[config.mk]
export PLATFORM = sky130hd
export DESIGN_NAME = dds_texture_header_validator_flat
export DESIGN_NICKNAME = d
export VERILOG_FILES = /design/src/rtl/core/ddsv_pkg.sv /design/src/rtl/core/ddsv_in_if.sv /design/src/rtl/core/ddsv_out_if.sv /design/src/rtl/core/dds_texture_header_validator.sv /design/src/flat_wrapper.sv
export SDC_FILE = /design/constraint.sdc
export NUM_CORES = 1
export LEC_CHECK = 0
export BUFFER_PORTS_ARGS = -buffer_cell sky130_fd_sc_hd__buf_2
export CAP_MARGIN = 20
export CORE_ASPECT_RATIO = 1.4
export CORE_MARGIN = 4
export CORE_UTILIZATION = 30
export DETAILED_ROUTE_END_ITERATION = 8
export SETUP_SLACK_MARGIN = 0.05
export SYNTH_ARGS = -nofsm -noshare
export SYNTH_HDL_FRONTEND = slang
export SYNTH_SLANG_ARGS = --single-unit
[constraint.sdc]
create_clock -name clk -period 16.97 [get_ports clk]
set_input_delay 1.697 -clock clk [delete_from_list [all_inputs] [get_ports clk]]
set_output_delay 1.697 -clock clk [all_outputs]
set_load 0.03 [all_outputs]
[src/rtl/core/ddsv_pkg.sv]
package ddsv_pkg;

  // byte counter width, saturating at all ones
  localparam int COUNT_BITS = 40;
  localparam logic [COUNT_BITS-1:0] COUNT_MAX = {COUNT_BITS{1'b1}};

  localparam int BYTE_W  = 8;
  localparam int WORD_W  = 32;
  localparam int FMT_W   = 2;
  localparam int HDR_BYTES = 128;

  // bit width of the widest row size in bytes: ceil(width/4) blocks of 16 bytes
  localparam int ROW_W = 35;

  // header word slots
  localparam int H_SIZE    = 0;
  localparam int H_FLAGS   = 1;
  localparam int H_HEIGHT  = 2;
  localparam int H_WIDTH   = 3;
  localparam int H_PITCH   = 4;
  localparam int H_PFSIZE  = 5;
  localparam int H_PFFLAGS = 6;
  localparam int H_FOURCC  = 7;
  localparam int H_BITS    = 8;
  localparam int H_RMASK   = 9;
  localparam int H_GMASK   = 10;
  localparam int H_BMASK   = 11;
  localparam int H_AMASK   = 12;
  localparam int H_CAPS    = 13;
  localparam int H_NUM     = 14;
  localparam int SLOT_W    = 4;

  // file word positions of the kept header words
  localparam logic [4:0] WORD_MAGIC     = 5'd0;
  localparam logic [4:0] WORD_HDR_FIRST = 5'd1;
  localparam logic [4:0] WORD_HDR_LAST  = 5'd5;
  localparam logic [4:0] WORD_PF_FIRST  = 5'd19;
  localparam logic [4:0] WORD_PF_LAST   = 5'd27;

  localparam logic [WORD_W-1:0] MAGIC_WORD   = 32'h2053_4444;
  localparam logic [WORD_W-1:0] FCC_DXT1     = 32'h3154_5844;
  localparam logic [WORD_W-1:0] FCC_DXT3     = 32'h3354_5844;
  localparam logic [WORD_W-1:0] FCC_DXT5     = 32'h3554_5844;
  localparam logic [WORD_W-1:0] HDR_SIZE     = 32'd124;
  localparam logic [WORD_W-1:0] PF_SIZE      = 32'd32;
  localparam logic [WORD_W-1:0] FLAGS_NEED   = 32'h0000_1007;
  localparam logic [WORD_W-1:0] FLAG_PITCH   = 32'h0000_0008;
  localparam logic [WORD_W-1:0] FLAG_LINEAR  = 32'h0008_0000;
  localparam logic [WORD_W-1:0] CAPS_TEXTURE = 32'h0000_1000;
  localparam logic [WORD_W-1:0] PF_FOURCC    = 32'h0000_0004;
  localparam logic [WORD_W-1:0] PF_ARGB      = 32'h0000_0041;
  localparam logic [WORD_W-1:0] ARGB_BITS    = 32'd32;
  localparam logic [WORD_W-1:0] MASK_R       = 32'h00FF_0000;
  localparam logic [WORD_W-1:0] MASK_G       = 32'h0000_FF00;
  localparam logic [WORD_W-1:0] MASK_B       = 32'h0000_00FF;
  localparam logic [WORD_W-1:0] MASK_A       = 32'hFF00_0000;
  localparam logic [WORD_W-1:0] ARGB_MAX_W   = 32'h3FFF_FFFF;

  typedef enum logic [FMT_W-1:0] {
    FMT_DXT1 = 2'd0,
    FMT_DXT3 = 2'd1,
    FMT_DXT5 = 2'd2,
    FMT_ARGB = 2'd3
  } fmt_t;

endpackage

[src/rtl/core/ddsv_in_if.sv]
interface ddsv_in_if;
  logic                         valid;
  logic                         ready;
  logic [ddsv_pkg::BYTE_W-1:0]  data_byte;
  logic                         last_byte;

  modport source (output valid, output data_byte, output last_byte, input ready);
  modport sink   (input valid, input data_byte, input last_byte, output ready);
endinterface

[src/rtl/core/ddsv_out_if.sv]
interface ddsv_out_if;
  logic                         valid;
  logic                         ready;
  logic                         accepted;
  logic [ddsv_pkg::FMT_W-1:0]   format_code;
  logic [ddsv_pkg::WORD_W-1:0]  image_width;
  logic [ddsv_pkg::WORD_W-1:0]  image_height;

  modport source (output valid, output accepted, output format_code,
                  output image_width, output image_height, input ready);
  modport sink   (input valid, input accepted, input format_code,
                  input image_width, input image_height, output ready);
endinterface

[src/rtl/core/dds_texture_header_validator.sv]
// Texture header validator: takes one file byte per beat and reports one
// verdict beat after the beat flagged last_byte. Each byte passes an input
// register and then the result register. The verdict beat is registered as
// the last byte leaves the input register, and a byte can be taken in
// every cycle. The only stall is a finished verdict that the result side
// has not yet taken while the next file's last byte arrives. The payload
// length is checked without a multiplier: payload bytes are tallied as
// (row, column) against the row size decoded from the header, and the
// verdict needs column zero and the row count equal to the expected rows.
module dds_texture_header_validator (
  input  logic       clk,
  input  logic       rst,
  ddsv_in_if.sink    byte_stream,
  ddsv_out_if.source report
);

  localparam int CW = ddsv_pkg::COUNT_BITS;
  localparam int RW = ddsv_pkg::ROW_W;
  localparam int WW = ddsv_pkg::WORD_W;

  // input stage
  logic                        s1_valid;
  logic [ddsv_pkg::BYTE_W-1:0] s1_byte;
  logic                        s1_last;
  logic                        s1_adv;
  logic                        s1_fire;
  logic                        out_free;

  // per-file state
  logic [CW-1:0] cnt;
  logic [WW-1:0] asm_word;
  logic [WW-1:0] hdr [ddsv_pkg::H_NUM];
  logic          magic_ok;
  logic [RW-1:0] col;
  logic [CW-1:0] row;

  // header decode, registered
  logic                 hdr_ok;
  logic                 is_argb;
  ddsv_pkg::fmt_t       fmt;
  logic [RW-1:0]        bpr;
  logic [WW-1:0]        rows_need;

  // datapath
  logic [CW-1:0]     cnt_next;
  logic [WW-1:0]     asm_next;
  logic [4:0]        word_idx;
  logic              in_hdr;
  logic              word_done;
  logic              in_payload;
  logic [RW-1:0]     col_inc;
  logic              row_wrap;
  logic [RW-1:0]     col_next;
  logic [CW-1:0]     row_next;
  logic [CW-1:0]     pay_len;
  logic              verdict;

  // header decode comb
  logic                 hdr_ok_next;
  logic                 is_argb_next;
  ddsv_pkg::fmt_t       fmt_next;
  logic [RW-1:0]        bpr_next;
  logic [WW-1:0]        rows_need_next;
  logic                 base_ok;
  logic                 argb_pf;
  logic [WW:0]          w_plus;
  logic [WW:0]          h_plus;

  // handshake
  assign out_free          = !report.valid || report.ready;
  assign s1_adv            = !s1_valid || !s1_last || out_free;
  assign s1_fire           = s1_valid && s1_adv;
  assign byte_stream.ready = !s1_valid || s1_adv;

  always_ff @(posedge clk) begin
    if (rst) begin
      s1_valid <= 1'b0;
    end else if (byte_stream.ready) begin
      s1_valid <= byte_stream.valid;
    end
    if (byte_stream.ready) begin
      s1_byte <= byte_stream.data_byte;
      s1_last <= byte_stream.last_byte;
    end
  end

  // byte position and header word capture
  assign cnt_next  = (cnt == ddsv_pkg::COUNT_MAX) ? cnt : cnt + CW'(1);
  assign asm_next  = {s1_byte, asm_word[WW-1:ddsv_pkg::BYTE_W]};
  assign in_hdr    = (cnt[CW-1:7] == '0);
  assign word_idx  = cnt[6:2];
  assign word_done = in_hdr && (cnt[1:0] == 2'b11);
  assign in_payload = !in_hdr;

  // payload tally as rows of bpr bytes
  assign col_inc  = col + RW'(1);
  assign row_wrap = (col_inc == bpr);
  assign col_next = in_payload ? (row_wrap ? '0 : col_inc) : col;
  assign row_next = in_payload ? row + CW'(row_wrap) : row;
  assign pay_len  = cnt_next - CW'(ddsv_pkg::HDR_BYTES);

  assign verdict = hdr_ok && magic_ok
                && (cnt_next[CW-1:7] != '0)
                && (cnt_next != ddsv_pkg::COUNT_MAX)
                && (col_next == '0)
                && (row_next == CW'(rows_need))
                && (is_argb || (pay_len == CW'(hdr[ddsv_pkg::H_PITCH])));

  always_ff @(posedge clk) begin
    if (rst) begin
      cnt      <= '0;
      magic_ok <= 1'b0;
      col      <= '0;
      row      <= '0;
    end else if (s1_fire) begin
      if (s1_last) begin
        cnt      <= '0;
        magic_ok <= 1'b0;
        col      <= '0;
        row      <= '0;
      end else begin
        cnt <= cnt_next;
        col <= col_next;
        row <= row_next;
        if (word_done && word_idx == ddsv_pkg::WORD_MAGIC) begin
          magic_ok <= (asm_next == ddsv_pkg::MAGIC_WORD);
        end
      end
    end
  end

  // header words: every kept word is rewritten before it is used
  always_ff @(posedge clk) begin
    if (s1_fire && in_hdr) begin
      asm_word <= asm_next;
    end
    if (s1_fire && word_done) begin
      if (word_idx >= ddsv_pkg::WORD_HDR_FIRST && word_idx <= ddsv_pkg::WORD_HDR_LAST) begin
        hdr[ddsv_pkg::SLOT_W'(word_idx - ddsv_pkg::WORD_HDR_FIRST)] <= asm_next;
      end else if (word_idx >= ddsv_pkg::WORD_PF_FIRST
                   && word_idx <= ddsv_pkg::WORD_PF_LAST) begin
        hdr[ddsv_pkg::SLOT_W'(word_idx - ddsv_pkg::WORD_PF_FIRST)
            + ddsv_pkg::SLOT_W'(ddsv_pkg::H_PFSIZE)] <= asm_next;
      end
    end
  end

  // static header checks and row geometry
  always_comb begin
    w_plus = {1'b0, hdr[ddsv_pkg::H_WIDTH]} + (WW+1)'(3);
    h_plus = {1'b0, hdr[ddsv_pkg::H_HEIGHT]} + (WW+1)'(3);
    base_ok = (hdr[ddsv_pkg::H_SIZE] == ddsv_pkg::HDR_SIZE)
           && (hdr[ddsv_pkg::H_PFSIZE] == ddsv_pkg::PF_SIZE)
           && (hdr[ddsv_pkg::H_WIDTH] != '0)
           && (hdr[ddsv_pkg::H_HEIGHT] != '0)
           && ((hdr[ddsv_pkg::H_FLAGS] & ddsv_pkg::FLAGS_NEED) == ddsv_pkg::FLAGS_NEED)
           && ((hdr[ddsv_pkg::H_CAPS] & ddsv_pkg::CAPS_TEXTURE) != '0);
    argb_pf = (hdr[ddsv_pkg::H_PFFLAGS] == ddsv_pkg::PF_ARGB)
           && (hdr[ddsv_pkg::H_FOURCC] == '0)
           && (hdr[ddsv_pkg::H_BITS] == ddsv_pkg::ARGB_BITS)
           && (hdr[ddsv_pkg::H_RMASK] == ddsv_pkg::MASK_R)
           && (hdr[ddsv_pkg::H_GMASK] == ddsv_pkg::MASK_G)
           && (hdr[ddsv_pkg::H_BMASK] == ddsv_pkg::MASK_B)
           && (hdr[ddsv_pkg::H_AMASK] == ddsv_pkg::MASK_A);
    hdr_ok_next    = 1'b0;
    is_argb_next   = 1'b0;
    fmt_next       = ddsv_pkg::FMT_DXT1;
    bpr_next       = {w_plus[WW:2], 4'b0000};
    rows_need_next = {1'b0, h_plus[WW:2]};
    if (hdr[ddsv_pkg::H_PFFLAGS] == ddsv_pkg::PF_FOURCC) begin
      hdr_ok_next = base_ok && ((hdr[ddsv_pkg::H_FLAGS] & ddsv_pkg::FLAG_LINEAR) != '0);
      if (hdr[ddsv_pkg::H_FOURCC] == ddsv_pkg::FCC_DXT1) begin
        fmt_next = ddsv_pkg::FMT_DXT1;
        bpr_next = {1'b0, w_plus[WW:2], 3'b000};
      end else if (hdr[ddsv_pkg::H_FOURCC] == ddsv_pkg::FCC_DXT3) begin
        fmt_next = ddsv_pkg::FMT_DXT3;
      end else if (hdr[ddsv_pkg::H_FOURCC] == ddsv_pkg::FCC_DXT5) begin
        fmt_next = ddsv_pkg::FMT_DXT5;
      end else begin
        hdr_ok_next = 1'b0;
      end
    end else if (argb_pf) begin
      is_argb_next   = 1'b1;
      fmt_next       = ddsv_pkg::FMT_ARGB;
      bpr_next       = RW'(hdr[ddsv_pkg::H_PITCH]);
      rows_need_next = hdr[ddsv_pkg::H_HEIGHT];
      hdr_ok_next = base_ok
                 && ((hdr[ddsv_pkg::H_FLAGS] & ddsv_pkg::FLAG_PITCH) != '0)
                 && (hdr[ddsv_pkg::H_WIDTH] <= ddsv_pkg::ARGB_MAX_W)
                 && (hdr[ddsv_pkg::H_PITCH] == {hdr[ddsv_pkg::H_WIDTH][WW-3:0], 2'b00});
    end
  end

  always_ff @(posedge clk) begin
    hdr_ok    <= hdr_ok_next;
    is_argb   <= is_argb_next;
    fmt       <= fmt_next;
    bpr       <= bpr_next;
    rows_need <= rows_need_next;
  end

  // result register
  always_ff @(posedge clk) begin
    if (rst) begin
      report.valid <= 1'b0;
    end else if (s1_fire && s1_last) begin
      report.valid <= 1'b1;
    end else if (report.ready) begin
      report.valid <= 1'b0;
    end
    if (s1_fire && s1_last) begin
      report.accepted     <= verdict;
      report.format_code  <= verdict ? ddsv_pkg::FMT_W'(fmt) : '0;
      report.image_width  <= verdict ? hdr[ddsv_pkg::H_WIDTH] : '0;
      report.image_height <= verdict ? hdr[ddsv_pkg::H_HEIGHT] : '0;
    end
  end

  // a rejected file reports zero fields
  a_reject_zero: assert property (@(posedge clk) disable iff (rst)
    report.valid && !report.accepted |->
      report.format_code == '0 && report.image_width == '0 && report.image_height == '0)
    else $error("rejected verdict with nonzero fields");

  // a last beat leaves the stage only into a free result register
  a_last_lands: assert property (@(posedge clk) disable iff (rst)
    s1_fire && s1_last |=> report.valid)
    else $error("verdict beat lost");

  // payload column stays inside the row
  a_col_range: assert property (@(posedge clk) disable iff (rst)
    cnt > CW'(ddsv_pkg::HDR_BYTES) && bpr != '0 && $stable(bpr) |-> col < bpr)
    else $error("payload column past row size");

endmodule
[src/flat_wrapper.sv]
// flat-port wrapper written by rule: the top's interface ports become plain ports
module dds_texture_header_validator_flat 
  (clk, rst, byte_stream_valid, byte_stream_data_byte, byte_stream_last_byte, byte_stream_ready, report_valid, report_accepted, report_format_code, report_image_width, report_image_height, report_ready);
  ddsv_in_if byte_stream_i ();
  ddsv_out_if report_i ();
  input  logic clk;
  input  logic rst;
  input wire logic [$bits(byte_stream_i.valid)-1:0] byte_stream_valid;
  input wire logic [$bits(byte_stream_i.data_byte)-1:0] byte_stream_data_byte;
  input wire logic [$bits(byte_stream_i.last_byte)-1:0] byte_stream_last_byte;
  output wire logic [$bits(byte_stream_i.ready)-1:0] byte_stream_ready;
  output wire logic [$bits(report_i.valid)-1:0] report_valid;
  output wire logic [$bits(report_i.accepted)-1:0] report_accepted;
  output wire logic [$bits(report_i.format_code)-1:0] report_format_code;
  output wire logic [$bits(report_i.image_width)-1:0] report_image_width;
  output wire logic [$bits(report_i.image_height)-1:0] report_image_height;
  input wire logic [$bits(report_i.ready)-1:0] report_ready;
  assign byte_stream_i.valid = byte_stream_valid;
  assign byte_stream_i.data_byte = byte_stream_data_byte;
  assign byte_stream_i.last_byte = byte_stream_last_byte;
  assign byte_stream_ready = byte_stream_i.ready;
  assign report_valid = report_i.valid;
  assign report_accepted = report_i.accepted;
  assign report_format_code = report_i.format_code;
  assign report_image_width = report_i.image_width;
  assign report_image_height = report_i.image_height;
  assign report_i.ready = report_ready;
  dds_texture_header_validator u_core (.clk(clk), .rst(rst), .byte_stream(byte_stream_i), .report(report_i));
endmodule
==> run summary <==
status: finished clean
max cap viols: 0
critical path's most frequent cell: nand4_1
Buffers & Inverters on Critical Path: 2
Worst Path Required: 17.45 ns
CP Data Arrival Time: 10.67 ns
Yosys top cell by area: edfxtp_1
post-route insts no fill: 4536
post-CTS sizing: 0
final hold slack: 0.497 ns
reg2reg end: u_core.report.image_width[3]
register area share after synthesis: 56.9%
gr busiest metal: met2
Critical Path Start: u_core.col[7]
register bit count reported by yosys: 680
routability cong.: 0.925
crit path cell chain: nand4_1, nor4_1, xnor2_1, a2111oi_0, or3b_2, or4b_2, nor3_1, ha_1, ha_1, nand2_1, a311oi_2, buf_4, nand3_1, a2111oi_0, nand4_1, nor4_1, nand4_1, a211oi_1, nand3_1, o41ai_4, buf_4, and2_1
max-slew violations: 0
largest net degree at the start of global routing: 66
Critical Path End: u_core.report.image_width[3]
Die Y-Extent: 398 um
overall routing resource usage: 18.0%
initial core utilization: 30.3%
Routed Antenna Nets: 0
Worst Setup End Kind: flip-flop
HPWL Detailed: 72500 um
Leak: 11.6 nW
clk_lat worst skew: 0.69 ns
overall power: 3.38 mW
number of CTS-inserted buffers: 61
num rows: 142
final hold vios: 0
dominant cells by area after synthesis: edfxtp_1 45%, dfxtp_1 12%, xnor2_1 4.0%, nor2_1 2.9%, a21oi_1 2.7%
GR Layer Usage met3: 2.62%
root buf cell: clkbuf_16
yosys warns: 0
share of cells above drive strength 1: 10.2%
hold-fix buffer count after cts: 0
Crit path depth: 22
min cycle time layout: 10.19 ns
Post-DP Area: 0.0344 mm2
Max stage delay cell, worst path: o41ai_4
Post-Synthesis Cells: 3047
setup_tns: 0 ns
port buffer count: 81
Final period util: 60.0%
area growth from synthesis to layout: 12.7%
PD cells: 92.1 mW/mm2
DR iter-0 viols: 2197
worst-case reg-to-reg path depth: 22
core area: 0.107 mm2
Max Fclk: 0.0982 GHz
synthesized area: 0.0325 mm2
met2 usage: 30.6%
via count: 25161
Avg WL per Cell: 23.5 um
Worst Skew: 0.0836 ns
DP Cell Count: 4417
r2r startpoint: u_core.col[7]
Worst-Margin Slew: 1.02 ns
slowest cell delay on critical path: 0.89 ns
r2r setup slk: 6.78 ns
dominant synthesized flop cell: edfxtp_1
Vias/cell: 5.55
WS Path Type: flip-flop to flip-flop
startpoint types: flip-flop
CTS max path bufs: 3
Peak VDD IR: 0.0828 mV
NumNets Final: 3068
Netlist cell types: 90
Final setup viols: 0
CTS clk-pin slew, worst paths: 0.07 ns
EDFF count, synth: 491
Hold WC Path Type: flip-flop to flip-flop
top-area cell type share of the netlist area: 45.3%
worst-path fanout max: 48
syn_nets: 3074
Synth async-reset ratio: 0%
Residual DRC: 0
Slew HR: 31.7%
Top delay family on crit path: simple AND/OR/NAND/NOR gates
CTS tree: built
clk sinks: 680
Post-Route WL: 107000 um
syn avg cell area: 10.7 um2
vias in the first global route: 24069
DIE WIDTH: 286 um
1st-pass router iterations: 7
GR Overflow Total: 0
initial antenna violation count: 5
Finished Cell Area: 0.0367 mm2
first-pass GRT wire length: 157000 um
die area: 0.114 mm2
postcts setup bufs: 0
H-Tree Level Count: 2
met1 GRT Util: 21.7%
top-level I/O count: 82
RSZ-0062 raised after global routing: no
logic make-up after synthesis:
group,Yosys count,synth area share [%]
AOI/OAI and AO/OA,580,11.2
xor gates and xnor gates,252,6.87
adders and majority gates,14,0.538
buffers and inverters,255,3.17
DFF,680,56.9
muxes,17,0.538
and+or+nand+nor,1249,20.7
routing by layer:
layer | share of wire [%] | wire length (um) | vias to the layer above
met5 | 0 | 0 | -
met4 | 7.0 | 7420 | 0
met3 | 6.5 | 6960 | 296
met2 | 48 | 50700 | 1034
met1 | 39 | 41600 | 12406
li1 | - | - | 11425
area by class of cell:
class / instances / area, um2
Sequential cell: 680 / 18500
Clock buffer: 77 / 1700
Fill cell: 10699 / 70600
Timing Repair Buffer: 142 / 873
Tap cell: 1440 / 1800
Antenna cell: 2 / 5.00
Multi-Input combinational cell: 2112 / 13100
Inverter: 44 / 165
Clock inverter: 39 / 526
registers in the layout, summed over array words and instances, names as in the netlist, 8 cells and up:
register and flops:
u_core.asm_word 24, u_core.bpr 35, u_core.cnt 40, u_core.col 35, u_core.hdr 391, u_core.report.image_height 32
u_core.report.image_width 32, u_core.row 40, u_core.rows_need 32, u_core.s1_byte 8
power breakdown:
part           internal [mW]  total [mW]  leakage [nW]  switching (mW)
Clock                  0.856        1.51          1.09           0.653
Combinational         0.0123      0.0694          4.63          0.0571
Sequential              1.78        1.80          5.91          0.0161
worst min-delay path by stage:
stage          slack, ns  cells after the start       startpoint              end
6_report            0.50                      2   u_core.row[12]   u_core.row[12]
5_1_grt             0.53                      2   u_core.row[12]   u_core.row[12]
4_1_cts             0.50                      2   u_core.row[12]   u_core.row[12]
3_5_place_dp        0.48                      2  u_core.magic_ok  u_core.magic_ok
3_3_place_gp        0.47                      2  u_core.magic_ok  u_core.magic_ok
2_1_floorplan       0.46                      2  u_core.magic_ok  u_core.magic_ok
cell usage after synthesis (8+ instances only):
cell type	n
or4_1	24
a31oi_1	33
or2_2	10
a41oi_1	9
nand2_1	230
nand4_1	101
nor4_1	140
a22oi_1	38
buf_2	28
dfxtp_1	189
o31ai_1	18
o211ai_1	19
clkbuf_1	167
or3_1	34
o21ai_0	148
nand3_1	105
inv_1	44
nor3_1	89
nor4b_1	29
a311oi_1	13
a211oi_1	21
xnor2_1	149
o22ai_1	16
mux2i_1	13
nand4b_1	8
ha_1	14
and3_1	46
and2_1	92
xor2_1	101
a21oi_1	177
edfxtp_1	491
nand2b_1	12
and4_1	24
buf_1	9
nor2_1	253
nor2b_1	9
cells in the final DEF (no fill, tap or decap), drive strengths merged, types with 38 or more instances in the layout:
| cell | netlist | final |
|---|---|---|
| dfxtp | 189 | 189 |
| o21ai | 150 | 150 |
| and3 | 46 | 46 |
| xnor2 | 149 | 149 |
| nand3 | 107 | 107 |
| buf | 43 | 142 |
| and2 | 94 | 94 |
| a21oi | 177 | 177 |
| nor4 | 145 | 145 |
| nand4 | 105 | 105 |
| nand2 | 230 | 230 |
| a22oi | 38 | 38 |
| xor2 | 101 | 101 |
| inv | 44 | 46 |
| clkbuf | 168 | 77 |
| nor3 | 92 | 92 |
| nor2 | 253 | 253 |
| edfxtp | 491 | 491 |
per-stage QoR:
step                      util (%)  setup slack [ns]
after floorplan                  -             10.44
after global placement        32.1              7.18
after detailed placement      32.1              6.92
after CTS                     34.2              6.92
after global routing          34.2              6.15
final                         34.2              6.78
tightest hold or removal path, delay by kind of cell, from the launching register on:
family	cells	cell delay [ns]
DFF	1	0.33
and+or+nand+nor	1	0.06
AOI/OAI and AO/OA	1	0.05
Note: power is estimated with default switching activity, not from simulation.
